`config.mk`:
```
export PLATFORM = sky130hd
export DESIGN_NAME = fwpid_ctrl
export DESIGN_NICKNAME = d
export VERILOG_FILES = /design/src/sv/fwpid_pkg.sv /design/src/sv/fwpid_ctrl.sv
export SDC_FILE = /design/constraint.sdc
export NUM_CORES = 1
export LEC_CHECK = 0
export BUFFER_PORTS_ARGS = -buffer_cell sky130_fd_sc_hd__buf_2
export CORE_AREA = 2 2 39 41
export CTS_BUF_LIST = sky130_fd_sc_hd__clkbuf_8
export CTS_CLUSTER_DIAMETER = 60
export DETAILED_ROUTE_END_ITERATION = 16
export DIE_AREA = 0 0 41 43
export GPL_TIMING_DRIVEN = 0
export PLACE_DENSITY = 0.62
export SLEW_MARGIN = 20
export SYNTH_ARGS = -nofsm -noshare
export SYNTH_HDL_FRONTEND = slang
export SYNTH_SLANG_ARGS = --single-unit
```
`constraint.sdc`:
```
create_clock -name clk -period 1.68 [get_ports clk]
set_input_delay 0.168 -clock clk [delete_from_list [all_inputs] [get_ports clk]]
set_output_delay 0.168 -clock clk [all_outputs]
set_load 0.01 [all_outputs]
```
`src/sv/fwpid_pkg.sv`:
```
// Shared types, constants and register map of the four-wheel PID controller.
package fwpid_pkg;

    localparam int MAX_WHEELS   = 4;
    localparam int WHEELS_DEF   = 4;
    localparam int DUTY_SCALE_DEF = 10;

    localparam int FRAC_BITS = 20;
    localparam int SPEED_W   = 16;
    localparam int ERR_W     = 17;
    localparam int DIFF_W    = 18;
    localparam int SUM_W     = 32;
    localparam int GAIN_W    = 31;
    localparam int LIMIT_W   = 16;
    localparam int DUTY_W    = 36;
    localparam int INC_W     = 64;
    localparam int CMP_W     = 13;
    localparam int MODE_W    = 2;
    localparam int ADDR_W    = 5;
    localparam int DATA_W    = 32;
    localparam int STAGES    = 5;

    localparam logic [CMP_W-1:0]  CMP_MAX = '1;
    localparam logic [DUTY_W-1:0] TURN_DUTY_RESET = DUTY_W'(200) << FRAC_BITS;

    // mode codes
    localparam logic [MODE_W-1:0] MODE_DRIVE   = 2'd0;
    localparam logic [MODE_W-1:0] MODE_TURN    = 2'd1;
    localparam logic [MODE_W-1:0] MODE_RESTART = 2'd2;
    localparam logic [MODE_W-1:0] MODE_SPARE   = 2'd3;

    // register indexes
    localparam logic [2:0] REG_DRIVE_P = 3'd0;
    localparam logic [2:0] REG_DRIVE_I = 3'd1;
    localparam logic [2:0] REG_DRIVE_D = 3'd2;
    localparam logic [2:0] REG_TURN_P  = 3'd3;
    localparam logic [2:0] REG_TURN_I  = 3'd4;
    localparam logic [2:0] REG_TURN_D  = 3'd5;
    localparam logic [2:0] REG_LIMIT   = 3'd6;

    localparam logic [GAIN_W-1:0]  DRIVE_P_RESET = 31'd11010048;
    localparam logic [GAIN_W-1:0]  DRIVE_I_RESET = 31'd105;
    localparam logic [GAIN_W-1:0]  DRIVE_D_RESET = 31'd104857600;
    localparam logic [GAIN_W-1:0]  TURN_P_RESET  = 31'd13631488;
    localparam logic [GAIN_W-1:0]  TURN_I_RESET  = 31'd105;
    localparam logic [GAIN_W-1:0]  TURN_D_RESET  = 31'd1048576000;
    localparam logic [LIMIT_W-1:0] LIMIT_RESET   = 16'd10000;

    typedef struct packed {
        logic [MODE_W-1:0]  mode;
        logic [SPEED_W-1:0] speed_a;
        logic [SPEED_W-1:0] target_a;
        logic [SPEED_W-1:0] speed_b;
        logic [SPEED_W-1:0] target_b;
        logic [SPEED_W-1:0] speed_c;
        logic [SPEED_W-1:0] target_c;
        logic [SPEED_W-1:0] speed_d;
        logic [SPEED_W-1:0] target_d;
    } in_t;

    typedef struct packed {
        logic [CMP_W-1:0] compare_a;
        logic [CMP_W-1:0] compare_b;
        logic [CMP_W-1:0] compare_c;
        logic [CMP_W-1:0] compare_d;
    } out_t;

    typedef struct packed {
        logic [GAIN_W-1:0]  drive_p;
        logic [GAIN_W-1:0]  drive_i;
        logic [GAIN_W-1:0]  drive_d;
        logic [GAIN_W-1:0]  turn_p;
        logic [GAIN_W-1:0]  turn_i;
        logic [GAIN_W-1:0]  turn_d;
        logic [LIMIT_W-1:0] limit;
    } cfg_t;

    typedef struct packed {
        logic [GAIN_W-1:0] kp;
        logic [GAIN_W-1:0] ki;
        logic [GAIN_W-1:0] kd;
    } gains_t;

    // ld[0]: word enters stage 1; ld[k]: stage k hands its word on
    typedef struct packed {
        logic [STAGES-1:0] ld;
        logic              in_restart;
        logic              s1_turn;
        logic              s3_turn;
        logic              s3_restart;
    } ctrl_t;

endpackage

```
`src/sv/fwpid_ctrl.sv`:
```
// Pipeline valid/ready chain and per-stage mode flags.
module fwpid_ctrl
(
    input  logic                          clk,
    input  logic                          rst_n,
    input  logic                          req_valid,
    output logic                          req_ready,
    input  logic [fwpid_pkg::MODE_W-1:0]  mode,
    output logic                          rsp_valid,
    input  logic                          rsp_ready,
    output fwpid_pkg::ctrl_t              ctrl
);

    localparam int N = fwpid_pkg::STAGES;

    logic [N-1:0] valid_reg, valid_next;
    logic [N-1:0] rdy;
    logic [N-1:0] ld;
    logic [2:0]   turn_reg, turn_next;
    logic [2:0]   restart_reg, restart_next;
    logic         in_turn, in_restart;

    always_comb
    begin
        unique case (mode) inside
            fwpid_pkg::MODE_TURN:
            begin
                in_turn    = 1'b1;
                in_restart = 1'b0;
            end
            fwpid_pkg::MODE_RESTART, fwpid_pkg::MODE_SPARE:
            begin
                in_turn    = 1'b0;
                in_restart = 1'b1;
            end
            default:
            begin
                in_turn    = 1'b0;
                in_restart = 1'b0;
            end
        endcase
    end

    // a stage takes a word when it is empty or its own word moves on
    always_comb
    begin
        rdy[N-1] = ~valid_reg[N-1] | rsp_ready;
        for (int k = N - 2; k >= 0; k--)
            rdy[k] = ~valid_reg[k] | rdy[k+1];
        ld[0] = req_valid & rdy[0];
        for (int k = 1; k < N; k++)
            ld[k] = valid_reg[k-1] & rdy[k];
        for (int k = 0; k < N; k++)
            valid_next[k] = rdy[k] ? ld[k] : valid_reg[k];
    end

    always_comb
    begin
        turn_next    = turn_reg;
        restart_next = restart_reg;
        if (ld[0])
        begin
            turn_next[0]    = in_turn;
            restart_next[0] = in_restart;
        end
        for (int k = 1; k < 3; k++)
        begin
            if (ld[k])
            begin
                turn_next[k]    = turn_reg[k-1];
                restart_next[k] = restart_reg[k-1];
            end
        end
    end

    always_ff @(posedge clk or negedge rst_n)
    begin
        if (!rst_n)
        begin
            valid_reg   <= '0;
            turn_reg    <= '0;
            restart_reg <= '0;
        end
        else
        begin
            valid_reg   <= valid_next;
            turn_reg    <= turn_next;
            restart_reg <= restart_next;
        end
    end

    assign req_ready        = rdy[0];
    assign rsp_valid        = valid_reg[N-1];
    assign ctrl.ld          = ld;
    assign ctrl.in_restart  = in_restart;
    assign ctrl.s1_turn     = turn_reg[0];
    assign ctrl.s3_turn     = turn_reg[2];
    assign ctrl.s3_restart  = restart_reg[2];

endmodule

```
== After elaboration in Yosys (flattened, before gate mapping) ==
Cells that the tools add are included.
W data, S select, Z words.

* Mux-type cells: 2
* Reductions and logical operators: 1
* Bitwise logic cells: 15
* Equality and inequality tests: 3

{| class="wikitable"
|+ Operators with widths
! operator !! number
|-
| $and A1 B1 Y1 || 5
|-
| $not A1 Y1 || 5
|-
| $or A1 B1 Y1 || 5
|-
| $eq A2 B2 Y1 const B || 2
|-
| $eq A2 B1 Y1 const B || 1
|-
| $mux W1 || 2
|-
| $reduce_or A2 Y1 || 1
|}

* Flip-flop bits (word level): 11
* Input bits: 6
* Logic and storage cells: 32

== Logic depth before layout (Yosys ltp) ==
* Depth in word-level cells: 7
* Mapped depth: 3
* Mapped depth without buffers: 3

== Worst setup path before layout ==
Ideal clock, no wire load.

* Kind: register -> register
* From: reg valid_reg[4]
* To: reg restart_reg[0]
* Data required time: 1.552 ns
* Library setup time: 0.128 ns
* Arrival: 1.127 ns
* Clock period less this slack: 1.254 ns
* Cell stages (with the launch flop): 4
* Path slack: 0.426 ns
* Path through: dfrtp_1 -> nand2b_1 -> o31ai_2 -> mux2_1

* Cells in the longest elaborated chain, start to end: 7

{| class="wikitable"
|+ RTL lines
! element !! line !! source
|-
| start: declaration || fwpid_ctrl.sv:16 || <nowiki>logic [N-1:0] valid_reg, valid_next;</nowiki>
|-
| start signal: assignment || fwpid_ctrl.sv:86 || <nowiki>valid_reg <= valid_next;</nowiki>
|-
| $not A1 Y1 || fwpid_ctrl.sv:47 || <nowiki>rdy[N-1] = ~valid_reg[N-1] | rsp_ready;</nowiki>
|-
| $or A1 B1 Y1 || fwpid_ctrl.sv:47 ||
|-
| $or A1 B1 Y1 (4 in a row) || fwpid_ctrl.sv:49 || <nowiki>rdy[k] = ~valid_reg[k] | rdy[k+1];</nowiki>
|-
| $and A1 B1 Y1 || fwpid_ctrl.sv:50 || <nowiki>ld[0] = req_valid & rdy[0];</nowiki>
|-
| end signal: assignment || fwpid_ctrl.sv:88 || <nowiki>restart_reg <= restart_next;</nowiki>
|-
| end: declaration || fwpid_ctrl.sv:20 || <nowiki>logic [2:0] restart_reg, restart_next;</nowiki>
|}

Every way passes these cells.
A chain may end at the register's enable or synchronous reset.

==> run summary <==
Total Power Consumption: 0.801 mW
Ant. Diodes: 0
clock tree buffer depth: 2
Setup Viol. Count Final: 0
routed length per instance: 10.8 um
Worst Path Class, Setup: register to output pin
Largest register FFs: 5
DR vias/cell: 4.59
NumNets Final: 71
post-route insts no fill: 80
Crit path largest cell delay: 0.43 ns
Vias: 367
fmax: 664 MHz
I/O Pins: 17
initial antenna violation count: 0
Min-Delay Path Class: input port to register
Core Util, Final: 47.7%
dpl cells: 75
Core ar.: 1380 um2
leakage: 0.337 nW
period utilisation layout: 89.6%
Initial DRC Count: 3
Tmin final: 1.51 ns
crit end category: output pin
Starting Density: 36.5%
Reg2Reg Setup Slack: 0.31 ns
setup TNS: 0 ns
Die W: 41 um
Crit path required time: 1.51 ns
H-tree depth: 1
Setup Fix Bufs, Post-CTS: 0
CP Max Fanout: 6
Seq/Total Area, Yosys: 54.5%
DRC errors left: 0
RSZ-0062 raised after global routing: false
CTS clk-pin slew, worst paths: 0.05 ns
post-route ant nets: 0
Port Buf Inserts: 16
die footprint: 1760 um2
max-capacitance violation count: 0
slew margin rel.: 79.4%
Clk pwr share: 31.4%
CTS tree: built
internal power: 0.586 mW
GRT Total Usage: 13.4%
Slowest cell on crit path: dfrtp_1
layout cells sized above 1: 40.6%
CTS Sinks: 11
Die Span Y: 43 um
count of cell types in the netlist: 19
Comb power frac: 24.9%
Root Driver: clkbuf_8
DRT Wirelength: 866 um
RePlAce Congestion: 0.666
first-pass GRT wire length: 1540 um
GRT overflow: 0
Num CTS Buffers: 3
critical path launch point type: register
Setup Skew: 0.00403 ns
register bit total from synthesis: 11
P&R area growth vs syn: 30.7%
Post-DP Area: 606 um2
Sw Share: 26.9%
Layout Cell Area excl Fill: 661 um2
Avg Inst Size Synth: 11.8 um2
outcome: finished, final reports clean
Worst Path Arrival: 1.34 ns
synthesized area: 505 um2
vias in the first global route: 361
Worst-Skew Late Latency: 0.23 ns
switching pwr: 0.216 mW
yosys warns: 0
largest net degree at the start of global routing: 12
syn_nets: 49
worst slew pin tran: 0.307 ns
gate count of the mapped netlist: 43
pwr/cell area: 1210 nW/um2
CP Cell Sequence: nand3_2 -> o31ai_2 -> inv_1 -> buf_2
Max VDD drop: 0.000460 V
FP Rows: 14
final hold viol count: 0
Final Max Slew Viols: 0
drt first pass iters: 2
Reg power frac: 43.7%
[cell usage in the layout (no fill, tap or decap), drive strengths merged, types with 2 or more instances in the layout]
cell type	instances
buf	20
dfrtp	11
inv	5
mux2	5
nand2b	4
clkbuf	4
nand2	2
o21ai	2
[critical path: cells and delay by family (launching register included)]
| kind | cells | cell delay [ns] |
|---|---|---|
| AO/OA/AOI/OAI | 1 | 0.34 |
| buffers and inverters | 2 | 0.20 |
| flip-flops | 1 | 0.43 |
| AND/OR/NAND/NOR | 1 | 0.13 |
[stage by stage]
| stage | setup slack [ns] | hold WS, ns |
|---|---|---|
| final | 0.175 | 0.169 |
| after global routing | 0.0542 | 0.188 |
| after CTS | 0.163 | 0.168 |
| after detailed placement | 0.310 | 0.0475 |
| after global placement | 0.332 | 0.0474 |
| after floorplan | 0.426 | -0.128 |
[cells in the mapped netlist]
cell type	instances	area share, %
mux2_1	5	11
or3_4	1	2.2
nor2_1	1	0.74
dfrtp_1	11	54
nor2b_1	1	1.2
a21o_1	1	1.5
buf_4	4	5.9
nand3_2	1	2.0
a22o_1	1	1.7
clkbuf_1	1	0.74
o21ai_1	1	0.99
inv_1	4	3.0
a21boi_0	1	1.5
nand4b_1	1	1.7
o21ai_0	1	0.99
nand2_1	2	1.5
nand2b_1	4	4.9
and2_1	1	1.2
o31ai_2	1	2.5
[worst paths after layout]
check / cells past startpoint / end / start
setup / recovery: 4 / ctrl[4] / valid_reg[3]$_DFFE_PN0P_
hold / removal: 2 / valid_reg[0]$_DFFE_PN0P_ / req_valid
setup reg to reg: 3 / restart_reg[0]$_DFFE_PN0P_ / valid_reg[3]$_DFFE_PN0P_
hold reg to reg: 1 / restart_reg[2]$_DFFE_PN0P_ / restart_reg[1]$_DFFE_PN0P_
max in group asynchronous: 2 / restart_reg[1]$_DFFE_PN0P_ / rst_n
min in group asynchronous: 2 / valid_reg[2]$_DFFE_PN0P_ / rst_n
[cells by family (layout without fill, tap and decap cells)]
group           after synthesis  in the layout  synth area share, %
simple gates                 12             12                 15.6
flops                        11             11                 54.5
mux                           5              5                 11.1
compound gates                6              6                 9.16
buf+inv                       9             30                 9.65
[layer usage]
layer	wire length, um	vias to the layer above	GRT usage (%)	part of all wire, %
li1	-	180	-	-
met1	373	176	16.3	43
met2	446	9	19.4	52
met3	34	2	3.14	3.9
met4	12	0	10.0	1.4
met5	0	-	0	0
[power by group through the flow]
stage	clock, mW	combinational [mW]	sequential, mW
3_3_place_gp	0	0.195	0.352
4_1_cts	0.260	0.204	0.351
6_report	0.252	0.199	0.350
3_5_place_dp	0	0.202	0.356
2_1_floorplan	0	0.135	0.346
5_1_grt	0.269	0.228	0.360
[what timing repair did]
item / 4_1_cts / 5_1_grt
hold endpoints to repair: 11 / 0
hold buffers: 1 / 0
endpoints found under the setup margin: 0 / 0
gates resized for setup: 0 / 0
[cell type report]
| cell class | instances | area (um2) |
|---|---|---|
| fillers | 140 | 723 |
| flip-flops and latches | 11 | 275 |
| multi-input cells | 23 | 181 |
| repair buffers | 17 | 90.1 |
| clock buffers | 3 | 41.3 |
| plain buffers | 5 | 33.8 |
| well taps | 16 | 20.0 |
| inverters | 4 | 15.0 |
| clock inverters | 1 | 3.75 |
Power figures use the tool's default switching activity.
