$ cat src/sv/fwpid_pkg.sv
// Shared types, constants and register map of the four-wheel PID controller.
package fwpid_pkg;

    localparam int MAX_WHEELS   = 4;
    localparam int WHEELS_DEF   = 4;
    localparam int DUTY_SCALE_DEF = 10;

    localparam int FRAC_BITS = 20;
    localparam int SPEED_W   = 16;
    localparam int ERR_W     = 17;
    localparam int DIFF_W    = 18;
    localparam int SUM_W     = 32;
    localparam int GAIN_W    = 31;
    localparam int LIMIT_W   = 16;
    localparam int DUTY_W    = 36;
    localparam int INC_W     = 64;
    localparam int CMP_W     = 13;
    localparam int MODE_W    = 2;
    localparam int ADDR_W    = 5;
    localparam int DATA_W    = 32;
    localparam int STAGES    = 5;

    localparam logic [CMP_W-1:0]  CMP_MAX = '1;
    localparam logic [DUTY_W-1:0] TURN_DUTY_RESET = DUTY_W'(200) << FRAC_BITS;

    // mode codes
    localparam logic [MODE_W-1:0] MODE_DRIVE   = 2'd0;
    localparam logic [MODE_W-1:0] MODE_TURN    = 2'd1;
    localparam logic [MODE_W-1:0] MODE_RESTART = 2'd2;
    localparam logic [MODE_W-1:0] MODE_SPARE   = 2'd3;

    // register indexes
    localparam logic [2:0] REG_DRIVE_P = 3'd0;
    localparam logic [2:0] REG_DRIVE_I = 3'd1;
    localparam logic [2:0] REG_DRIVE_D = 3'd2;
    localparam logic [2:0] REG_TURN_P  = 3'd3;
    localparam logic [2:0] REG_TURN_I  = 3'd4;
    localparam logic [2:0] REG_TURN_D  = 3'd5;
    localparam logic [2:0] REG_LIMIT   = 3'd6;

    localparam logic [GAIN_W-1:0]  DRIVE_P_RESET = 31'd11010048;
    localparam logic [GAIN_W-1:0]  DRIVE_I_RESET = 31'd105;
    localparam logic [GAIN_W-1:0]  DRIVE_D_RESET = 31'd104857600;
    localparam logic [GAIN_W-1:0]  TURN_P_RESET  = 31'd13631488;
    localparam logic [GAIN_W-1:0]  TURN_I_RESET  = 31'd105;
    localparam logic [GAIN_W-1:0]  TURN_D_RESET  = 31'd1048576000;
    localparam logic [LIMIT_W-1:0] LIMIT_RESET   = 16'd10000;

    typedef struct packed {
        logic [MODE_W-1:0]  mode;
        logic [SPEED_W-1:0] speed_a;
        logic [SPEED_W-1:0] target_a;
        logic [SPEED_W-1:0] speed_b;
        logic [SPEED_W-1:0] target_b;
        logic [SPEED_W-1:0] speed_c;
        logic [SPEED_W-1:0] target_c;
        logic [SPEED_W-1:0] speed_d;
        logic [SPEED_W-1:0] target_d;
    } in_t;

    typedef struct packed {
        logic [CMP_W-1:0] compare_a;
        logic [CMP_W-1:0] compare_b;
        logic [CMP_W-1:0] compare_c;
        logic [CMP_W-1:0] compare_d;
    } out_t;

    typedef struct packed {
        logic [GAIN_W-1:0]  drive_p;
        logic [GAIN_W-1:0]  drive_i;
        logic [GAIN_W-1:0]  drive_d;
        logic [GAIN_W-1:0]  turn_p;
        logic [GAIN_W-1:0]  turn_i;
        logic [GAIN_W-1:0]  turn_d;
        logic [LIMIT_W-1:0] limit;
    } cfg_t;

    typedef struct packed {
        logic [GAIN_W-1:0] kp;
        logic [GAIN_W-1:0] ki;
        logic [GAIN_W-1:0] kd;
    } gains_t;

    // ld[0]: word enters stage 1; ld[k]: stage k hands its word on
    typedef struct packed {
        logic [STAGES-1:0] ld;
        logic              in_restart;
        logic              s1_turn;
        logic              s3_turn;
        logic              s3_restart;
    } ctrl_t;

endpackage

$ cat src/sv/fwpid_cfg.sv
// APB register file holding the gain sets and the duty limit.
module fwpid_cfg
(
    input  logic                          clk,
    input  logic                          rst_n,
    input  logic                          psel,
    input  logic                          penable,
    input  logic                          pwrite,
    input  logic [fwpid_pkg::ADDR_W-1:0]  paddr,
    input  logic [fwpid_pkg::DATA_W-1:0]  pwdata,
    output logic [fwpid_pkg::DATA_W-1:0]  prdata,
    output logic                          pready,
    output fwpid_pkg::cfg_t               cfg
);

    fwpid_pkg::cfg_t cfg_reg;
    logic [2:0]      idx;
    logic            wr_en;

    assign idx    = paddr[4:2];
    assign wr_en  = psel & penable & pwrite;
    assign pready = 1'b1;
    assign cfg    = cfg_reg;

    always_ff @(posedge clk or negedge rst_n)
    begin
        if (!rst_n)
        begin
            cfg_reg.drive_p <= fwpid_pkg::DRIVE_P_RESET;
            cfg_reg.drive_i <= fwpid_pkg::DRIVE_I_RESET;
            cfg_reg.drive_d <= fwpid_pkg::DRIVE_D_RESET;
            cfg_reg.turn_p  <= fwpid_pkg::TURN_P_RESET;
            cfg_reg.turn_i  <= fwpid_pkg::TURN_I_RESET;
            cfg_reg.turn_d  <= fwpid_pkg::TURN_D_RESET;
            cfg_reg.limit   <= fwpid_pkg::LIMIT_RESET;
        end
        else if (wr_en)
        begin
            unique case (idx)
                fwpid_pkg::REG_DRIVE_P: cfg_reg.drive_p <= pwdata[fwpid_pkg::GAIN_W-1:0];
                fwpid_pkg::REG_DRIVE_I: cfg_reg.drive_i <= pwdata[fwpid_pkg::GAIN_W-1:0];
                fwpid_pkg::REG_DRIVE_D: cfg_reg.drive_d <= pwdata[fwpid_pkg::GAIN_W-1:0];
                fwpid_pkg::REG_TURN_P:  cfg_reg.turn_p  <= pwdata[fwpid_pkg::GAIN_W-1:0];
                fwpid_pkg::REG_TURN_I:  cfg_reg.turn_i  <= pwdata[fwpid_pkg::GAIN_W-1:0];
                fwpid_pkg::REG_TURN_D:  cfg_reg.turn_d  <= pwdata[fwpid_pkg::GAIN_W-1:0];
                fwpid_pkg::REG_LIMIT:   cfg_reg.limit   <= pwdata[fwpid_pkg::LIMIT_W-1:0];
                default: ;
            endcase
        end
    end

    always_comb
    begin
        unique case (idx)
            fwpid_pkg::REG_DRIVE_P: prdata = fwpid_pkg::DATA_W'(cfg_reg.drive_p);
            fwpid_pkg::REG_DRIVE_I: prdata = fwpid_pkg::DATA_W'(cfg_reg.drive_i);
            fwpid_pkg::REG_DRIVE_D: prdata = fwpid_pkg::DATA_W'(cfg_reg.drive_d);
            fwpid_pkg::REG_TURN_P:  prdata = fwpid_pkg::DATA_W'(cfg_reg.turn_p);
            fwpid_pkg::REG_TURN_I:  prdata = fwpid_pkg::DATA_W'(cfg_reg.turn_i);
            fwpid_pkg::REG_TURN_D:  prdata = fwpid_pkg::DATA_W'(cfg_reg.turn_d);
            fwpid_pkg::REG_LIMIT:   prdata = fwpid_pkg::DATA_W'(cfg_reg.limit);
            default:                prdata = '0;
        endcase
    end

endmodule

$ cat config.mk
export PLATFORM = sky130hd
export DESIGN_NAME = fwpid_cfg
export DESIGN_NICKNAME = d
export VERILOG_FILES = /design/src/sv/fwpid_pkg.sv /design/src/sv/fwpid_cfg.sv
export SDC_FILE = /design/constraint.sdc
export NUM_CORES = 1
export LEC_CHECK = 0
export ABC_AREA = 1
export BUFFER_PORTS_ARGS = -buffer_cell sky130_fd_sc_hd__buf_2
export CAP_MARGIN = 15
export CORE_MARGIN = 2
export CORE_UTILIZATION = 55
export CTS_CLUSTER_DIAMETER = 150
export DETAILED_ROUTE_END_ITERATION = 10
export GPL_ROUTABILITY_DRIVEN = 0
export MAX_ROUTING_LAYER = met4
export PLACE_DENSITY = 0.86
export SLEW_MARGIN = 20
export SYNTH_ARGS = -nofsm -noshare
export SYNTH_HDL_FRONTEND = slang
export SYNTH_SLANG_ARGS = --single-unit
$ cat constraint.sdc
create_clock -name clk -period 4.33 [get_ports clk]
set_clock_uncertainty 0.2 [all_clocks]
set_input_delay 0.433 -clock clk [delete_from_list [all_inputs] [get_ports clk]]
set_output_delay 0.433 -clock clk [all_outputs]
set_load 0.02 [all_outputs]
### Yosys cells after proc, flatten, opt, wreduce, memory -nomap -nowiden

Cells that the tools add are included.

| cells by class | value |
|---|---|
| muxes and demuxes | 1 |
| equal/unequal tests | 6 |
| bitwise logic cells | 2 |
| reductions and logical operators | 8 |

Operators with widths:

| kind | count |
|---|---|
| 31-bit case mux with 7 select lines | 1 |
| 2-bit AND reduction | 7 |
| 3-bit equality test, second input constant | 3 |
| 3-bit by 2-bit equality test with 1-bit output, second input constant | 2 |
| 3-bit by 1-bit equality test with 1-bit output, second input constant | 1 |
| 3-bit logical NOT | 1 |
| 1-bit bitwise AND | 2 |

| storage, ports and cells | value |
|---|---|
| bits in registers | 202 |
| input port bits | 42 |
| output and inout bits | 235 |
| logic and storage cells | 24 |

### Depth between registers and ports, before layout

Gate-level depths: netlist (run 1).

| logic depth | value |
|---|---|
| depth in word-level cells | 3 |
| mapped depth | 8 |
| mapped depth without buffers | 6 |

### Least setup slack after synthesis (run 1)

No wires, ideal clock.

| timing | value |
|---|---|
| path type | input-to-output |
| from | in paddr[4] (netlist name) |
| to | out prdata[19] (netlist name) |
| arrival | 1.521 ns |
| required time | 3.697 ns |
| cell stages on the path | 7 |
| path slack | 2.176 ns |
| buffers on the path | 3 |
| cell sequence | buf_2 -> buf_1 -> clkbuf_1 -> nand3_1 -> nand2_1 -> inv_1 -> nand2_1 |

| between the ends | value |
|---|---|
| word-level cells in the longest chain between the ends | 2 |
| elaborated cells between the ends (all ways) | 8 |
| those cells by class | eq/ne: 6; mux: 1; reduce/logical: 1 |

Ends and longest elaborated chain:

| item | RTL line | RTL |
|---|---|---|
| from (decl) | fwpid_cfg.sv:9 | `input logic [fwpid_pkg::ADDR_W-1:0] paddr,` |
| 3-bit equality test (tied with other cells) | fwpid_cfg.sv:54 | `unique case (idx)` |
| 31-bit case mux with 7 select lines * | fwpid_cfg.sv:54 |  |
| to (decl) | fwpid_cfg.sv:11 | `output logic [fwpid_pkg::DATA_W-1:0] prdata,` |

Every way passes the cells marked *; elsewhere a longest branch is shown, timed or not.

### Worst setup path in the final report (run 1)

| timing | value |
|---|---|
| from | in paddr[4] (netlist name) |
| to | out prdata[4] (netlist name) |

Same word-level chain as after synthesis.

==> out/results.ini, run 1 <==
[grt]
grt_pass1_wl_microns = 53900
grt_max_degree = 98
groute.usage.overall_pct = 35.7
grt_antenna_before_repair = 1
grt_pass1_vias = 10184
overflow = 0

[drt]
post_drt_wl_per_cell_microns = 18.8
antenna_left = 0
drt_iter0_markers = 1126
via_per_inst = 5.87
routed_wl_microns = 33900
drtPass1Iterations = 5
num_vias = 10547
route.detailed.drc = 0

[sta]
relSlewSlack_pct = 34.7
rsz0062_at_grt = no
timing.hold.ws_ns = 0.0116
hold_viol = 0
slew_viol_final = 0
min_period_ns = 3.21
fin_tns_setup_ns = 0
worstMarginPinSlew_ns = 0.980
max_freq_mhz = 312
min_period_over_period_pct = 74.1
setup_viol = 0

[logic_synthesis]
ys_seq_area_share_pct = 51.3
syn_area_per_cell_sq_um = 7.56
syn-num-nets = 1353
synth_top_area_share_pct = 43.9
postSynthCellCount = 1311
ys_ff_latch = 202
synth.area.top_cells = dfrtp_1 44%, nand2_1 18%, o21ai_0 7.5%
ys.warnings.count = 0
synth_area_sq_um = 9910
synthDistinctLibCells = 17
yosys.area.top_type = dfrtp_1

[clocking]
cts_sinks = 202
cts_buffers = 22
cts-root-buf = clkbuf_16
cts.clk_slew.worst_paths_ns = 0.06
htreeDepth = 1
clock_latency_ns = 0.49
postCtsSetupRepairBufs = 0
cts_tree = done
cts_buffer_depth = 3

[final_layout]
nFillCells = 1425
syn_to_final_growth_pct = 23.9
layout_commonest_cell = nand2_1
layout-drive-gt1-share_pct = 24.0
largest_reg_flops = 202
nets = 1594
final_cell_mix = 471 x nand2_1, 270 x buf_2, 174 x dfrtp_1

[power]
leakage_nw = 6.89
seqPwrFrac_pct = 43.0
p_switching_mw = 2.20
p_sw_share_pct = 36.8
peakVddDrop_mv = 0.351
p_clk_share_pct = 29.3
combPwrFrac_pct = 27.7
powerDensity_nw_per_um2 = 485
power.internal_mw = 3.77

[critical_path]
cp.arrival_ns = 2.57
crit_start = paddr[4]
r2r-start = cfg[135]
path_max_fanout = 52
start_kind = primary input
cp-end-kind = output port
required_ns = 3.70
crit_type = primary input to output port
r2r_end = cfg[135]
ff2ff_setup_slack_ns = 3.31
worstSetupEndpoint = prdata[4]
reg2regPathDepth = 2

[outcome]
status = complete, no violations

[floorplanning]
die_width_microns = 138
io_pins = 277
start_util_pct = 55.6
dieArea_sq_um = 19100
row_count = 49
die_y_microns = 138
core_sq_um = 17800

[hold_path]
min_path_type = primary input to flip-flop

[place]
post-dp-hpwl_microns = 21200
io_buffers = 271

[flow_run]
drv_cap = 0

[worst max-delay path, cell delays in order]
cell and delay, ns:
buf_2 0.11, clkinv_2 0.60, nand3_1 0.95, nor2_1 0.09, nor2_1 0.14, nand2_1 0.08, buf_2 0.16
[logic make-up after synthesis]
kind of cell    share of synthesized area, %
simple gates                            31.6
compound gates                          10.2
flops                                   51.3
buf+inv                                 6.83
other cells                           0.0758
[synth_stat cells]
master    count
conb_1        2
o21ai_1      53
inv_2         3
nand4_1      95
nor2_2        2
buf_4         3
nand2_1     471
buf_1        17
inv_1        64
nor2_4        2
dfstp_2      28
nand3_1      95
buf_2        16
clkbuf_1     69
dfrtp_1     174
o21ai_0     149
nor2_1       68
[area by class of cell]
type / instances / area (sq um) / area share, %
flip-flops and latches: 202 / 5090 / 41.4
multi-input cells: 937 / 4190 / 34.1
diodes: 1 / 2.50 / 0.0204
clock inverters: 6 / 30.0 / 0.244
well taps: 229 / 287 / 2.33
inverters: 67 / 254 / 2.07
repair buffers: 322 / 1810 / 14.7
clock buffers: 34 / 627 / 5.10
[what timing repair did]
action,CTS,global route
hold endpoints to repair,105,0
hold buffers,18,0
gates resized for setup,0,0
[power by group through the flow]
stage                     clock, mW  sequential, mW  combinational [mW]
final                          1.75            2.56                1.65
after global routing           1.84            2.60                1.78
after CTS                      1.76            2.55                1.65
after detailed placement          0            2.58                1.63
after global placement            0            2.57                1.59
after floorplan                   0            2.98               0.521
[per-stage QoR]
stage / utilization, % / setup slack [ns] / cell area (sq um) / std cells / power (mW)
finish: 68.9 / 1.12 / 12300 / 1798 / 5.96
global placement: 64.2 / 1.23 / 11400 / 1739 / 4.15
floorplan: - / 2.18 / 9910 / 1311 / 3.50
detailed placement: 64.2 / 1.20 / 11400 / 1739 / 4.21
global route: 68.9 / 0.993 / 12300 / 1798 / 6.23
CTS: 68.9 / 1.19 / 12300 / 1797 / 5.96
[how the worst min path moves through the flow]
stage          cells after the start        from      end  slack [ns]
2_1_floorplan                      0       rst_n   cfg[0]       -0.06
3_3_place_gp                       2     cfg[44]  cfg[44]        0.26
3_5_place_dp                       2      cfg[9]   cfg[9]        0.27
4_1_cts                            3  pwdata[16]  cfg[63]       0.002
5_1_grt                            3  pwdata[16]  cfg[94]       0.008
6_report                           3  pwdata[18]  cfg[96]        0.01
[per-layer routing]
metal / vias to the layer above / GRT usage, % / wire (microns) / part of all wire [%]
li1: 4782 / - / - / -
met4: 0 / 14.9 / 1430 / 4.2
met3: 121 / 6.65 / 3540 / 10
met1: 4937 / 46.9 / 13000 / 39
met2: 707 / 55.1 / 15800 / 47
met5: - / - / 0 / 0
(Power assumes the default switching activity.)
==> run 2: changes to the inputs <==
--- a/config.mk
+++ b/config.mk
@@ -9,12 +9,12 @@
 export BUFFER_PORTS_ARGS = -buffer_cell sky130_fd_sc_hd__buf_2
 export CAP_MARGIN = 15
 export CORE_MARGIN = 2
-export CORE_UTILIZATION = 55
+export CORE_UTILIZATION = 48
 export CTS_CLUSTER_DIAMETER = 150
 export DETAILED_ROUTE_END_ITERATION = 10
 export GPL_ROUTABILITY_DRIVEN = 0
 export MAX_ROUTING_LAYER = met4
-export PLACE_DENSITY = 0.86
+export PLACE_DENSITY = 0.79
 export SLEW_MARGIN = 20
 export SYNTH_ARGS = -nofsm -noshare
 export SYNTH_HDL_FRONTEND = slang
==> constraint.sdc (replaced) <==
create_clock -name clk -period 2.9 [get_ports clk]
set_clock_uncertainty 0.2 [all_clocks]
set_input_delay 0.29 -clock clk [delete_from_list [all_inputs] [get_ports clk]]
set_output_delay 0.29 -clock clk [all_outputs]
set_load 0.02 [all_outputs]
==> out/results.ini, run 2 (synthesis gave the netlist of run 1 again) <==
[sta]
hold_viol = 0
slew_viol_final = 0
worstMarginPinSlew_ns = 0.703
max_freq_mhz = 416
min_period_over_period_pct = 83.0
rsz0062_at_grt = no
relSlewSlack_pct = 53.2
setup_viol = 0
min_period_ns = 2.41
fin_tns_setup_ns = 0

[power]
totalPowerFinal_mw = 9.18
p_clk_share_pct = 31.2
peakVddDrop_mv = 0.454
p_switching_mw = 3.28
power.internal_mw = 5.90
p_sw_share_pct = 35.7
seqPwrFrac_pct = 41.8
leakage_nw = 7.03
powerDensity_nw_per_um2 = 725
combPwrFrac_pct = 27.0

[critical_path]
required_ns = 2.41
reg2regPathDepth = 2
cp.arrival_ns = 1.92
path_max_fanout = 20
critPathTopFamily = simple AND/OR/NAND/NOR gates
r2r_end = cfg[13]
path_cells = buf_2 > inv_2 > nor2_4 > nand3_1 > nand2_1 > inv_1 > nand2_1 > buf_2
cp-end-kind = output port
start_kind = primary input
ff2ff_setup_slack_ns = 1.90
cp_slowest_cell = nor2_4
crit_type = primary input to output port
crit_buf_inv = 4
r2r-start = cfg[13]
cpPeakStageDelay_ns = 0.47

[clocking]
cts_buffer_depth = 3
cts_tree = done
clock_latency_ns = 0.49
cts_sinks = 202
cts-root-buf = clkbuf_16
cts_buffers = 22
cts.clk_slew.worst_paths_ns = 0.06
htreeDepth = 1
post_cts_resized = 0

[drt]
num_vias = 10517
drt_iter0_markers = 1018
antenna_left = 0
route.detailed.drc = 0
drtPass1Iterations = 8
routed_wl_microns = 34000
via_per_inst = 5.66
post_drt_wl_per_cell_microns = 18.3

[grt]
grt_pass1_wl_microns = 53800
grt_max_degree = 81
overflow = 0
grt_antenna_before_repair = 1
groute.usage.overall_pct = 31.7
grt_pass1_vias = 10189

[outcome]
status = complete, no violations

[place]
io_buffers = 271
post-dp-hpwl_microns = 21800

[floorplanning]
die_width_microns = 148
row_count = 52
dieArea_sq_um = 21800
core_sq_um = 20200
io_pins = 277
die_y_microns = 148
start_util_pct = 49.0

[final_layout]
syn_to_final_growth_pct = 27.7
fin_util_pct = 62.6
nets = 1612
largest_reg_flops = 202
final_cell_mix = 471 x nand2_1, 269 x buf_2, 174 x dfrtp_1
layout-drive-gt1-share_pct = 24.4
layout_commonest_cell = nand2_1

[flow_run]
drv_cap = 0

[hold_path]
min_path_type = primary input to asynchronous set/reset pin

[run 2: changes by cell type in the layout (fill, tap and decap cells not counted), sizes merged]
| cell | previous run | this run |
|---|---|---|
| dlygate4sd3 | 18 | 32 |
| buf | 303 | 307 |
| clkinv | 8 | 4 |
| inv | 65 | 67 |
| bufinv | 0 | 1 |
| clkbuf | 35 | 36 |
[run 2: metrics by stage]
step	setup slack, ns	hold slack, ns	instance area, sq um	cells
after global routing	0.361	0.254	12700	1857
final	0.494	0.180	12700	1857
after detailed placement	0.459	0.179	11600	1784
after CTS	0.543	0.224	12700	1856
after floorplan	1.03	-0.206	9910	1311
after global placement	0.495	0.169	11600	1784
[run 2: layer usage]
metal | up-vias | GRT usage (%) | wire [microns]
met5 | - | - | 0
met4 | 0 | 13.0 | 1340
met3 | 116 | 5.86 | 3170
met2 | 629 | 50.4 | 16300
met1 | 4953 | 40.4 | 13200
li1 | 4819 | - | -
[run 2: timing repair]
action                                 CTS  global route
endpoints found under the hold margin  266             0
setup buffers                            0             0
hold buffers                            32             0
[run 2: area by class of cell]
class                      instances  area, sq um
antenna                            1         2.50
clock buffer                      35          701
clock inverter                     5         50.0
fill                            1709         7570
inverter                          67          256
multi-input combinational        937         4200
sequential                       202         5090
tap                              270          338
timing repair buffer             340         2030
[run 2: worst max path at each step]
stage                   from         end  cells after the start
finish              paddr[2]  prdata[26]                      8
detailed placement  paddr[2]     cfg[17]                      7
global placement    paddr[2]     cfg[24]                      7
floorplan           paddr[4]  prdata[19]                      7
CTS                 paddr[2]  prdata[26]                      8
global route        paddr[2]  prdata[30]                      8
[run 2: worst reg2reg max path, cell delays in order (launching register included)]
cell,delay (ns)
dfstp_2,0.56
o21ai_0,0.10
nand2_1,0.09
[run 2: power groups by stage]
stage | clock, mW | sequential (mW) | combinational [mW]
global route | 3.02 | 3.90 | 2.69
finish | 2.86 | 3.83 | 2.48
floorplan | 0 | 4.44 | 0.778
detailed placement | 0 | 3.86 | 2.44
global placement | 0 | 3.85 | 2.39
CTS | 2.88 | 3.82 | 2.48
==> run 3: changes to the inputs <==
--- a/config.mk
+++ b/config.mk
@@ -5,16 +5,16 @@
 export SDC_FILE = /design/constraint.sdc
 export NUM_CORES = 1
 export LEC_CHECK = 0
-export ABC_AREA = 1
+export ABC_AREA = 0
 export BUFFER_PORTS_ARGS = -buffer_cell sky130_fd_sc_hd__buf_2
 export CAP_MARGIN = 15
 export CORE_MARGIN = 2
-export CORE_UTILIZATION = 48
+export CORE_UTILIZATION = 52
 export CTS_CLUSTER_DIAMETER = 150
 export DETAILED_ROUTE_END_ITERATION = 10
 export GPL_ROUTABILITY_DRIVEN = 0
 export MAX_ROUTING_LAYER = met4
-export PLACE_DENSITY = 0.79
+export PLACE_DENSITY = 0.82
 export SLEW_MARGIN = 20
 export SYNTH_ARGS = -nofsm -noshare
 export SYNTH_HDL_FRONTEND = slang
==> constraint.sdc (replaced) <==
create_clock -name clk -period 2.4 [get_ports clk]
set_clock_uncertainty 0.2 [all_clocks]
set_input_delay 0.24 -clock clk [delete_from_list [all_inputs] [get_ports clk]]
set_output_delay 0.24 -clock clk [all_outputs]
set_load 0.02 [all_outputs]
==> out/results.ini, run 3 <==
[sta]
fin_tns_setup_ns = 0
relSlewSlack_pct = 62.0
min_period_ns = 2.16
worstMarginPinSlew_ns = 0.569
setup_viol = 0
timing.final.ws_setup_ns = 0.240
slew_viol_final = 0
min_period_over_period_pct = 90.0
rsz0062_at_grt = no
hold_viol = 0
max_freq_mhz = 463

[drt]
num_vias = 7030
antenna_left = 0
via_per_inst = 5.79
post_drt_wl_per_cell_microns = 21.9
drtPass1Iterations = 5
routed_wl_microns = 26600
drt_iter0_markers = 403
route.detailed.drc = 0

[critical_path]
r2r_end = cfg[180]
path_cells = a21boi_0 > a211o_1 > o221ai_1 > buf_2
cp.arrival_ns = 1.72
start_kind = flip-flop
cp-end-kind = output port
reg2regPathDepth = 1
cpPeakStageDelay_ns = 0.54
cp_slowest_cell = dfstp_2
r2r-start = cfg[180]
crit_start = cfg[13]
critPathTopFamily = flip-flops
crit_buf_inv = 1
crit_type = flip-flop to output port
cp_num_cells = 4
required_ns = 1.96
path_max_fanout = 3
ff2ff_setup_slack_ns = 1.39

[clocking]
cts_buffers = 21
clock_latency_ns = 0.48
cts-root-buf = clkbuf_16
cts_sinks = 202
postCtsSetupRepairBufs = 0
cts_buffer_depth = 3
cts_tree = done
htreeDepth = 1
cts.clk_slew.worst_paths_ns = 0.07

[logic_synthesis]
synth_area_sq_um = 9340
synth_top_area_share_pct = 46.6
ys_ff_latch = 202
syn_area_per_cell_sq_um = 14.0
synth_ff_type = dfrtp_1
syn-num-nets = 711
synthTopCellsByCount = 208 x mux2_2, 174 x dfrtp_1, 71 x mux2i_1, 29 x buf_2, 28 x dfstp_2
synth.area.top_cells = dfrtp_1 47%, mux2_2 25%, dfstp_2 7.9%
yosys.area.top_type = dfrtp_1
postSynthCellCount = 669
synthDistinctLibCells = 32
synth.most_common_cell = mux2_2
ys.warnings.count = 0
ys_seq_area_share_pct = 54.5
synth_edf_count = 0
async_flop_share_pct = 100

[final_layout]
layout-drive-gt1-share_pct = 58.5
diodes = 0
stdcell_count = 1214
fin_util_pct = 69.6
nFillCells = 1241
final_cell_mix = 268 x buf_2, 208 x mux2_2, 174 x dfrtp_1
nets = 1019
largest_reg_flops = 202
syn_to_final_growth_pct = 29.8
layout_commonest_cell = buf_2

[place]
io_buffers = 271
dp.cells = 1147
preCtsSetupSlack_ns = 0.324
post-dp-hpwl_microns = 17500

[outcome]
status = complete, no violations

[floorplanning]
io_pins = 277
core_sq_um = 17400
dieArea_sq_um = 19000
start_util_pct = 53.6
die_y_microns = 138
row_count = 48
die_width_microns = 138

[grt]
groute.usage.overall_pct = 28.3
grt_antenna_before_repair = 0
grt_pass1_wl_microns = 39800
grt_max_degree = 68
overflow = 0
grt_pass1_vias = 7089

[power]
leakage_nw = 6.07
seqPwrFrac_pct = 41.7
powerDensity_nw_per_um2 = 926
combPwrFrac_pct = 28.6
p_clk_share_pct = 29.7
p_switching_mw = 3.72
power.internal_mw = 7.51
totalPowerFinal_mw = 11.2
peakVddDrop_mv = 0.780
p_sw_share_pct = 33.1

[hold_path]
min_path_type = primary input to asynchronous set/reset pin

[flow_run]
drv_cap = 0

## run 3: changes by cell type in the layout (fill, tap and decap cells not counted), sizes merged, moves of 15 or more
cell / previous run / this run
nand4: 95 / 1
nand2: 471 / 6
inv: 67 / 0
nor2: 72 / 10
nand4b: 0 / 17
o21ai: 202 / 14
mux2i: 0 / 71
o221ai: 0 / 15
mux2: 0 / 208
nand3: 95 / 6
## run 3: repair_timing
item                                   4_1_cts  5_1_grt
hold buffers                                32        0
endpoints found under the hold margin      265        0
resized for setup                            0        0
## run 3: logic make-up (layout without fill, tap and decap cells)
logic type | after synthesis | in the layout | synth area share [%]
AO/OA/AOI/OAI | 73 | 73 | 5.91
flip-flops | 202 | 202 | 54.5
buffers and inverters | 53 | 373 | 2.68
AND/OR/NAND/NOR | 60 | 60 | 4.11
multiplexers | 279 | 279 | 32.7
other | 2 | 2 | 0.0804
## run 3: layout make-up
type,instances,area (sq um),area share (%)
Sequential cell,202,5090,42.0
Multi-Input combinational cell,414,4040,33.3
Timing Repair Buffer,337,2010,16.6
Clock inverter,5,103,0.846
Tap cell,225,282,2.32
Clock buffer,30,599,4.94
Inverter,1,3.75,0.0310
## run 3: how the worst max path moves through the flow
stage,end,slack (ns)
2_1_floorplan,prdata[18],0.36
3_3_place_gp,prdata[13],0.36
3_5_place_dp,cfg[104],0.32
4_1_cts,prdata[13],0.23
5_1_grt,prdata[13],0.16
6_report,prdata[13],0.24
## run 3: layer usage
metal  global-route usage (%)  routed length (microns)  vias to the layer above
met1                     34.8                    10700                     3612
li1                         -                        -                     3113
met5                        -                        0                        -
met4                     9.64                      759                        0
met3                     5.26                     1710                       56
met2                     47.2                    13400                      249
## run 3: through the flow
| step | instance area, sq um | hold WS (ns) |
|---|---|---|
| 3_5_place_dp | 11100 | 0.0796 |
| 5_1_grt | 12100 | 0.150 |
| 4_1_cts | 12100 | 0.140 |
| 3_3_place_gp | 11100 | 0.0752 |
| 2_1_floorplan | 9340 | -0.256 |
| 6_report | 12100 | 0.105 |
## run 3: power groups by stage
stage               clock (mW)  combinational (mW)  sequential [mW]
floorplan                    0                1.13             5.47
global placement             0                3.10             4.68
detailed placement           0                3.17             4.72
CTS                       3.38                3.23             4.67
global route              3.52                3.43             4.76
finish                    3.34                3.21             4.68
